### src/hw/rtl/annexb_nalu_splitter_top_macros.svh
// ----------------------------------------------------------------------------
// Annex B NAL unit splitter assertion macros
// Shared concurrent assertion wrappers; they are empty in synthesis builds.
// ----------------------------------------------------------------------------
`ifndef ANNEXB_NALU_SPLITTER_TOP_MACROS_SVH
`define ANNEXB_NALU_SPLITTER_TOP_MACROS_SVH

`ifndef SYNTHESIS
// Same-cycle implication, checked outside reset.
`define SPLIT_ASSERT_IMP(label, clk, rst, ante, cons) \
   label: assert property (@(posedge clk) disable iff (rst) (ante) |-> (cons)) \
      else $error("%m: same-cycle check failed");
// Next-cycle implication, checked outside reset.
`define SPLIT_ASSERT_NEXT(label, clk, rst, ante, cons) \
   label: assert property (@(posedge clk) disable iff (rst) (ante) |=> (cons)) \
      else $error("%m: next-cycle check failed");
`else
`define SPLIT_ASSERT_IMP(label, clk, rst, ante, cons)
`define SPLIT_ASSERT_NEXT(label, clk, rst, ante, cons)
`endif

`endif

### src/hw/rtl/annb_split_pkg.sv
// ----------------------------------------------------------------------------
// Annex B NAL unit splitter package
// Constants and shared types of the splitter's scan and output stages.
// ----------------------------------------------------------------------------
`default_nettype none

package annb_split_pkg;

   localparam int MaxResults = 5;
   localparam int HoldDepth  = 4;
   localparam int CountWidth = 3;

   localparam logic [7:0] ZeroByte    = 8'h00;
   localparam logic [7:0] StartLast   = 8'h01;
   localparam logic [7:0] NalTypeMask = 8'h1F;
   localparam logic [7:0] NalTypeIdr  = 8'h05;

   typedef struct packed {
      logic [7:0] payload_byte;
      logic       unit_first;
      logic       unit_last;
      logic       key_unit;
      logic       empty_unit;
   } result_type;

   typedef result_type [MaxResults-1:0] result_vec_type;

   // All results that one stream byte produces, in order, with their count.
   typedef struct packed {
      result_vec_type          slot;
      logic [CountWidth-1:0]   count;
   } step_type;

endpackage

`default_nettype wire

### src/hw/rtl/annb_split_scan.sv
// ----------------------------------------------------------------------------
// Annex B NAL unit splitter scan stage
// Start code detection, byte hold-back and unit state for one byte per cycle while step_en is high.
// ----------------------------------------------------------------------------
`default_nettype none
`include "annexb_nalu_splitter_top_macros.svh"

module annb_split_scan (
   input  wire logic                     clock,
   input  wire logic                     reset,
   input  wire logic                     step_en,
   input  wire logic [7:0]               byte_in,
   input  wire logic                     chunk_end,
   output annb_split_pkg::step_type      step_out
);

   localparam int CW = annb_split_pkg::CountWidth;

   logic [annb_split_pkg::HoldDepth-1:0][7:0] hold_ff, hold_in;
   logic [CW-1:0] hold_count_ff, hold_count_in;
   logic          inside_ff, inside_in;
   logic          none_ff, none_in;
   logic          key_ff, key_in;

   logic [annb_split_pkg::MaxResults-1:0][7:0] win;
   logic          zb1, zb2, zb3, t0, t1, t2, start, last_flag, key_now;
   logic          pre_empty, post_empty;
   logic [CW-1:0] n, z, keep, m, bcnt;

   function automatic logic [7:0] pick(
      input logic [annb_split_pkg::MaxResults-1:0][7:0] w,
      input logic [CW-1:0] idx
   );
      logic [7:0] r;
      r = annb_split_pkg::ZeroByte;
      if (idx < CW'(annb_split_pkg::MaxResults)) begin
         r = w[idx];
      end
      return r;
   endfunction

   // The window is the held bytes followed by the new byte.
   always_comb begin
      for (int i = 0; i < annb_split_pkg::HoldDepth; i++) begin
         if (CW'(i) < hold_count_ff) begin
            win[i] = hold_ff[i];
         end else if (CW'(i) == hold_count_ff) begin
            win[i] = byte_in;
         end else begin
            win[i] = annb_split_pkg::ZeroByte;
         end
      end
      win[annb_split_pkg::HoldDepth] = (hold_count_ff == CW'(annb_split_pkg::HoldDepth)) ?
                                       byte_in : annb_split_pkg::ZeroByte;
   end

   always_comb begin
      zb1 = (hold_count_ff >= CW'(1)) &&
            (pick(win, hold_count_ff - CW'(1)) == annb_split_pkg::ZeroByte);
      zb2 = (hold_count_ff >= CW'(2)) &&
            (pick(win, hold_count_ff - CW'(2)) == annb_split_pkg::ZeroByte);
      zb3 = (hold_count_ff >= CW'(3)) &&
            (pick(win, hold_count_ff - CW'(3)) == annb_split_pkg::ZeroByte);
      start = (byte_in == annb_split_pkg::StartLast) && zb1 && zb2 && zb3;

      // Trailing zeros might open a start code, so they and one byte before
      // them are held back.
      t0   = (byte_in == annb_split_pkg::ZeroByte);
      t1   = t0 && zb1;
      t2   = t1 && zb2;
      z    = CW'(t0) + CW'(t1) + CW'(t2);
      n    = hold_count_ff + CW'(1);
      keep = (n > z) ? z + CW'(1) : z;

      // Emitted bytes are always a prefix of the window.
      if (start) begin
         m = (hold_count_ff == CW'(annb_split_pkg::HoldDepth)) ? CW'(1) : CW'(0);
      end else if (chunk_end) begin
         m = n;
      end else begin
         m = n - keep;
      end
      bcnt       = inside_ff ? m : CW'(0);
      pre_empty  = start && (hold_count_ff != CW'(annb_split_pkg::HoldDepth)) &&
                   inside_ff && none_ff;
      post_empty = start && chunk_end;
      last_flag  = start || chunk_end;
      key_now    = none_ff ? ((win[0] & annb_split_pkg::NalTypeMask) ==
                              annb_split_pkg::NalTypeIdr) : key_ff;

      step_out.count = bcnt + CW'(pre_empty) + CW'(post_empty);
      for (int i = 0; i < annb_split_pkg::MaxResults; i++) begin
         if (CW'(i) < bcnt) begin
            step_out.slot[i].payload_byte = win[i];
            step_out.slot[i].unit_first   = (i == 0) && none_ff;
            step_out.slot[i].unit_last    = last_flag && (CW'(i) == bcnt - CW'(1));
            step_out.slot[i].key_unit     = key_now;
            step_out.slot[i].empty_unit   = 1'b0;
         end else begin
            step_out.slot[i].payload_byte = annb_split_pkg::ZeroByte;
            step_out.slot[i].unit_first   = 1'b1;
            step_out.slot[i].unit_last    = 1'b1;
            step_out.slot[i].key_unit     = 1'b0;
            step_out.slot[i].empty_unit   = 1'b1;
         end
      end
   end

   always_comb begin
      hold_count_in = hold_count_ff;
      inside_in     = inside_ff;
      none_in       = none_ff;
      key_in        = key_ff;
      for (int j = 0; j < annb_split_pkg::HoldDepth; j++) begin
         hold_in[j] = pick(win, m + CW'(j));
      end
      if (step_en) begin
         if (chunk_end) begin
            hold_count_in = '0;
            inside_in     = 1'b0;
            none_in       = 1'b1;
            key_in        = 1'b0;
         end else if (start) begin
            hold_count_in = '0;
            inside_in     = 1'b1;
            none_in       = 1'b1;
            key_in        = 1'b0;
         end else begin
            hold_count_in = keep;
            if (bcnt != CW'(0)) begin
               none_in = 1'b0;
               key_in  = key_now;
            end
         end
      end
   end

   always_ff @(posedge clock) begin
      if (step_en) begin
         hold_ff <= hold_in;
      end
   end

   always_ff @(posedge clock) begin
      if (reset) begin
         hold_count_ff <= '0;
         inside_ff     <= 1'b0;
         none_ff       <= 1'b1;
         key_ff        <= 1'b0;
      end else begin
         hold_count_ff <= hold_count_in;
         inside_ff     <= inside_in;
         none_ff       <= none_in;
         key_ff        <= key_in;
      end
   end

   `SPLIT_ASSERT_IMP(a_hold_bound, clock, reset, 1'b1,
                     hold_count_ff <= CW'(annb_split_pkg::HoldDepth))
   `SPLIT_ASSERT_NEXT(a_chunk_flush, clock, reset, step_en && chunk_end,
                      !inside_ff && none_ff && (hold_count_ff == CW'(0)))

endmodule

`default_nettype wire

### src/hw/rtl/annb_split_outq.sv
// ----------------------------------------------------------------------------
// Annex B NAL unit splitter result buffer
// Holds the results of one byte and hands them out one per cycle while rsp_ready is high.
// ----------------------------------------------------------------------------
`default_nettype none
`include "annexb_nalu_splitter_top_macros.svh"

module annb_split_outq (
   input  wire logic                       clock,
   input  wire logic                       reset,
   input  wire logic                       load,
   input  wire annb_split_pkg::step_type   step_in,
   input  wire logic                       rsp_ready,
   output logic                            rsp_valid,
   output annb_split_pkg::result_type      rsp_data,
   output logic                            free
);

   localparam int CW = annb_split_pkg::CountWidth;

   annb_split_pkg::result_vec_type slots_ff;
   logic [CW-1:0] count_ff, count_in;
   logic [CW-1:0] idx_ff, idx_in;

   always_comb begin
      rsp_valid = (idx_ff != count_ff);
      rsp_data  = slots_ff[0];
      if (idx_ff < CW'(annb_split_pkg::MaxResults)) begin
         rsp_data = slots_ff[idx_ff];
      end
      // Free when drained, or when the last result leaves in this cycle.
      free = (idx_ff == count_ff) || ((idx_ff + CW'(1) == count_ff) && rsp_ready);

      count_in = count_ff;
      idx_in   = idx_ff;
      if (load) begin
         count_in = step_in.count;
         idx_in   = '0;
      end else if (rsp_valid && rsp_ready) begin
         idx_in = idx_ff + CW'(1);
      end
   end

   always_ff @(posedge clock) begin
      if (load) begin
         slots_ff <= step_in.slot;
      end
   end

   always_ff @(posedge clock) begin
      if (reset) begin
         count_ff <= '0;
         idx_ff   <= '0;
      end else begin
         count_ff <= count_in;
         idx_ff   <= idx_in;
      end
   end

   `SPLIT_ASSERT_IMP(a_idx_bound, clock, reset, 1'b1,
                     (idx_ff <= count_ff) && (count_ff <= CW'(annb_split_pkg::MaxResults)))
   `SPLIT_ASSERT_NEXT(a_drain_continues, clock, reset,
                      rsp_valid && rsp_ready && (idx_ff + CW'(1) != count_ff) && !load,
                      rsp_valid)

endmodule

`default_nettype wire

### src/hw/rtl/annexb_nalu_splitter_top.sv
// ----------------------------------------------------------------------------
// Annex B NAL unit splitter
// Splits a byte stream at 00 00 00 01 start codes into marked NAL unit bytes.
// ----------------------------------------------------------------------------
// Usage:
//   The request channel (req_) carries one stream byte per request, with
//   req_chunk_end set on the final byte of a buffer. The response channel
//   (rsp_) carries one NAL unit payload byte, or one empty-unit marker, per
//   transfer, flagged first, last and key (IDR type in the first byte).
//   Bytes before the first start code of a chunk produce no response.
//   A request is captured in an input register and scanned once the result
//   buffer is free; its responses are loaded into a five-entry result
//   buffer and then appear on the rsp_ outputs. Bytes that might open a
//   start code are held back and leave with a later request. Throughput is
//   one request per cycle while each byte yields at most one response and
//   the receiver is ready; a byte that releases several responses (held
//   bytes let go at once, or a start code that closes an empty unit and
//   ends its chunk) occupies the result buffer until all of its responses
//   have left, which then paces the input.
//   When the receiver stalls, the buffer holds its results and the input
//   register holds one more request before req_ready drops.
//   Synchronous reset empties both stages and returns the scanner to
//   "outside any unit" with no bytes held.
// ----------------------------------------------------------------------------
`default_nettype none

module annexb_nalu_splitter_top (
   input  wire logic       clock,
   input  wire logic       reset,
   input  wire logic       req_valid,
   output logic            req_ready,
   input  wire logic [7:0] req_byte_in,
   input  wire logic       req_chunk_end,
   output logic            rsp_valid,
   input  wire logic       rsp_ready,
   output logic [7:0]      rsp_payload_byte,
   output logic            rsp_unit_first,
   output logic            rsp_unit_last,
   output logic            rsp_key_unit,
   output logic            rsp_empty_unit
);

   // Input register for one request.
   logic       in_valid_ff, in_valid_in;
   logic [7:0] in_byte_ff;
   logic       in_end_ff;

   logic                        free;
   logic                        step;
   annb_split_pkg::step_type    step_res;
   annb_split_pkg::result_type  rsp_data;

   // The held request is scanned once the result buffer can take its results.
   assign step      = in_valid_ff && free;
   assign req_ready = !in_valid_ff || step;

   always_comb begin
      in_valid_in = in_valid_ff;
      if (req_valid && req_ready) begin
         in_valid_in = 1'b1;
      end else if (step) begin
         in_valid_in = 1'b0;
      end
   end

   always_ff @(posedge clock) begin
      if (req_valid && req_ready) begin
         in_byte_ff <= req_byte_in;
         in_end_ff  <= req_chunk_end;
      end
   end

   always_ff @(posedge clock) begin
      if (reset) begin
         in_valid_ff <= 1'b0;
      end else begin
         in_valid_ff <= in_valid_in;
      end
   end

   annb_split_scan u_scan (
      .clock     (clock),
      .reset     (reset),
      .step_en   (step),
      .byte_in   (in_byte_ff),
      .chunk_end (in_end_ff),
      .step_out  (step_res)
   );

   annb_split_outq u_outq (
      .clock     (clock),
      .reset     (reset),
      .load      (step),
      .step_in   (step_res),
      .rsp_ready (rsp_ready),
      .rsp_valid (rsp_valid),
      .rsp_data  (rsp_data),
      .free      (free)
   );

   assign rsp_payload_byte = rsp_data.payload_byte;
   assign rsp_unit_first   = rsp_data.unit_first;
   assign rsp_unit_last    = rsp_data.unit_last;
   assign rsp_key_unit     = rsp_data.key_unit;
   assign rsp_empty_unit   = rsp_data.empty_unit;

endmodule

`default_nettype wire

### config.mk
export PLATFORM = sky130hd
export DESIGN_NAME = annexb_nalu_splitter_top
export DESIGN_NICKNAME = d
export VERILOG_FILES = /design/src/hw/rtl/annb_split_pkg.sv /design/src/hw/rtl/annb_split_scan.sv /design/src/hw/rtl/annb_split_outq.sv /design/src/hw/rtl/annexb_nalu_splitter_top.sv
export VERILOG_INCLUDE_DIRS = /design/src /design/src/hw/rtl
export SDC_FILE = /design/constraint.sdc
export NUM_CORES = 1
export LEC_CHECK = 0
export BUFFER_PORTS_ARGS = -buffer_cell sky130_fd_sc_hd__buf_2
export CORE_UTILIZATION = 68
export DETAILED_ROUTE_END_ITERATION = 6
export HOLD_SLACK_MARGIN = 0.15
export PLACE_DENSITY = 0.86
export SYNTH_ARGS = -nofsm -noshare
export SYNTH_HDL_FRONTEND = slang
export SYNTH_SLANG_ARGS = --single-unit
### constraint.sdc
create_clock -name clock -period 13.62 [get_ports clock]
set_input_delay 2.043 -clock clock [delete_from_list [all_inputs] [get_ports clock]]
set_output_delay 2.043 -clock clock [all_outputs]
set_load 0.05 [all_outputs]
==> metrics.txt <==
# clock sinks 110; FF+latch count, synth 110; antenna violations before repair 0; Chip Height approximately 110 microns; top-level port count 27; cell leakage power 2.89 nW; 1st-pass router iterations 6; layout cells sized above 1 0.119; number of filler cells placed in the layout 782; Post-CTS Resized 0; First DRT Iteration DRCs 938; count of cells along the worst register-to-register path 24; final-stage net count 802; # DRC 0; Max Cap Viol 0; clock skew after layout 0.00571 ns; CTS tree yes; f_max 127 MHz; clock buffer depth 2; number of instances in the synthesized netlist 784; adder-cell share of the synthesized area 0.0392; routed via count 6802; horizontal die dimension 109 microns; top_reg_cell synth edfxtp_1; worst slew slack as a fraction of its limit 0.209; Hold Path Cell Cnt 2; via count of the first global-routing pass 6383; net count after synthesis 820; ant diodes 0; cell-by-cell listing of the critical path inv_1 -> ha_1 -> nor2b_1 -> a22oi_1 -> nand4_1 -> nor2_1 -> o22a_1 -> and2_1 -> ha_1 -> ha_1 -> nor2b_1 -> o21ai_0 -> a21oi_1 -> xor2_1 -> ha_1 -> inv_1 -> fa_1 -> mux2_2 -> and2_1 -> buf_4 -> ha_1 -> xor2_4 -> or3_1 -> o221ai_2; placed wire-length estimate 17.0 mm; deepest level of the CTS H-tree 3; worst supply voltage drop on vdd 0.118 mV; total number of cells along the worst setup path 24; fraction of synthesized area in multiplexers 0.144; Critical Path Max Stage Delay 0.93 ns; power per cell area 139 nW/um^2; proportion of synthesized flip-flops having asynchronous set or reset 0; result of the run completed; Post CTS Setup Buffer Count 0; Multi-input gate area 4130 sq um; fraction of the mapped netlist area in compound gates 0.171; simple-gate share of the synthesized area 0.158; starting density of the core 0.707; critical path capture point type flop; Worst-Skew Late Latency 0.36 ns; startpoint class of the critical path flop; clock root buffer clkbuf_16; area overhead of the layout relative to synthesis 4.13%; register area approximately 3200 sq um; wire length of the first global-routing pass 36.0 mm; count of pins over their slew limit 0; Hold Vio Cnt, Final 0; combinational family with the most area after synthesis compound AO/OA/AOI/OAI gates; maximum number of pins on one net before global-route repair 93; number of enable flip-flop cells after synthesis 97; final weighted congestion in routability-driven placement 1.05; mean instance size in the synthesized netlist 9.86 sq um; number of placed instances with taps included 895; grt total ovfl 0; most used cell, CP ha_1; portion of the post-synthesis area used by sequential elements 0.411; arrival time at the worst endpoint 7.98 ns; Crit path max-delay family adder cells; worst path bufs/invs 3; HP Class reg -> reg; count of nets left with antenna violations after detail routing 0; total power after layout 1.12 mW; Design Area, Final 8050 sq um; critical path's slowest cell a22oi_1; Placement Cell Area 7760 sq um; Post-Route WL 24.1 mm; CTS Buf Count 9; number of vias per cell 7.47; required time worst endpoint 13.72 ns; final worst path period share 0.579; critical path type reg -> reg; count of buffers from port buffering 26; setup repair after global routing missed its margin false; setup total negative slack 0 ns; standard-cell row count 38; distinct cell type count of the synthesized netlist 76; routed length per placed instance 26.5 microns; Ys Warns 0; Final Non-Filler Cells ~900; post-synthesis instance area 7730 sq um; worst-margin pin slew about 1.2 ns; internal reg-to-reg setup slack 5.74 ns; Min Clock Period, post-route approximately 7.9 ns; Hold-fix buffers, CTS 0; worst-path fanout max 21; overall die area between 10000 and 15000 sq um; core area 10900 sq um; CTS clk-pin slew, worst paths roughly 0.070 ns; post-synthesis xor/xnor area fraction 0.0219; number of failing setup endpoints in the final timing report 0; total global-route track usage 0.420
report_power, final:
group	internal, mW	switching [mW]	leakage [nW]
Clock	0.141	0.120	0.134
Sequential	0.424	0.0353	0.998
Combinational	0.131	0.271	1.76
placed cells by master, fill, tap and decap left out, types with 10 or more instances in the layout:
master / synthesis / final
a211oi_1: 12 / 12
a21oi_1: 40 / 40
a22oi_1: 31 / 31
buf_2: 14 / 26
dfxtp_1: 13 / 13
edfxtp_1: 97 / 97
ha_1: 21 / 21
inv_1: 16 / 15
mux2_2: 12 / 12
mux2i_1: 75 / 75
mux4_2: 10 / 10
nand2_1: 51 / 51
nand3_1: 25 / 25
nor2_1: 111 / 111
nor2b_1: 12 / 12
nor3_1: 16 / 16
o21ai_0: 26 / 26
o22ai_1: 15 / 15
or3_1: 10 / 10
path summary, 6_finish.rpt:
check / from / endpoint
worst max-delay path: u_scan.hold_count_ff[2] / u_scan.hold_ff[11]
worst min-delay path: in_valid_ff / in_valid_ff
worst max register to register: u_scan.hold_count_ff[2] / u_scan.hold_ff[11]
worst min register to register: in_valid_ff / in_valid_ff
stage by stage:
| stage | setup WS [ns] | utilization | hold WS (ns) |
|---|---|---|---|
| floorplan | 7.42 | - | 0.445 |
| global placement | 6.28 | 0.709 | 0.462 |
| detailed placement | 6.01 | 0.709 | 0.481 |
| CTS | 5.97 | 0.736 | 0.496 |
| global route | 5.17 | 0.736 | 0.522 |
| finish | 5.74 | 0.736 | 0.497 |
flip-flops by register name, indices dropped and copies added (netlist names):
name / count
u_scan.none_ff: 1
u_scan.hold_ff: 32
u_outq.slots_ff: 56
in_valid_ff: 1
in_byte_ff: 8
u_outq.idx_ff: 3
u_scan.inside_ff: 1
u_scan.hold_count_ff: 3
in_end_ff: 1
u_scan.key_ff: 1
u_outq.count_ff: 3
area by class of cell:
cell class / count / share of cell area
Sequential cell: 110 / 0.394
Clock inverter: 7 / 0.00808
Clock buffer: 9 / 0.0280
Inverter: 21 / 0.0115
Multi-Input combinational cell: 590 / 0.513
Tap cell: 140 / 0.0218
Timing Repair Buffer: 34 / 0.0236
cell families (layout without fill, tap and decap cells):
group | Yosys count | after routing
AND/OR/NAND/NOR | 262 | 262
flip-flops | 110 | 110
XOR/XNOR | 15 | 15
adder cells (fa/ha/maj) | 23 | 23
buffers and inverters | 84 | 71
multiplexers | 97 | 97
AO/OA/AOI/OAI | 193 | 193
worst min-delay path, delay by kind of cell (launching register included):
kind / cells / cell delay, ns
flip-flops: 1 / 0.32
AND/OR/NAND/NOR: 1 / 0.07
AO/OA/AOI/OAI: 1 / 0.06
cells in the mapped netlist (all sizes together) (7+ instances only):
master,number,share of area
a211oi,12,0.012
a21oi,42,0.028
a22oi,32,0.032
buf,35,0.030
clkbuf,28,0.014
dfxtp,13,0.034
edfxtp,97,0.38
ha,21,0.034
inv,21,0.012
mux2,12,0.017
mux2i,75,0.097
mux4,10,0.029
nand2,52,0.026
nand2b,8,0.0065
nand3,26,0.017
nor2,111,0.054
nor2b,12,0.0097
nor3,16,0.010
nor4,8,0.0073
o21ai,34,0.023
o22ai,15,0.012
o31ai,9,0.0087
or3,10,0.0081
xnor2,7,0.010
xor2,8,0.011
metal layers:
metal | vias up | share of wire | global-route usage
li1 | 2902 | - | -
met1 | 3245 | 0.36 | 0.536
met2 | 524 | 0.45 | 0.645
met3 | 131 | 0.12 | 0.0968
met4 | 0 | 0.068 | 0.269
met5 | - | 0 | 0
No activity file was read; power rests on OpenSTA's default activity.
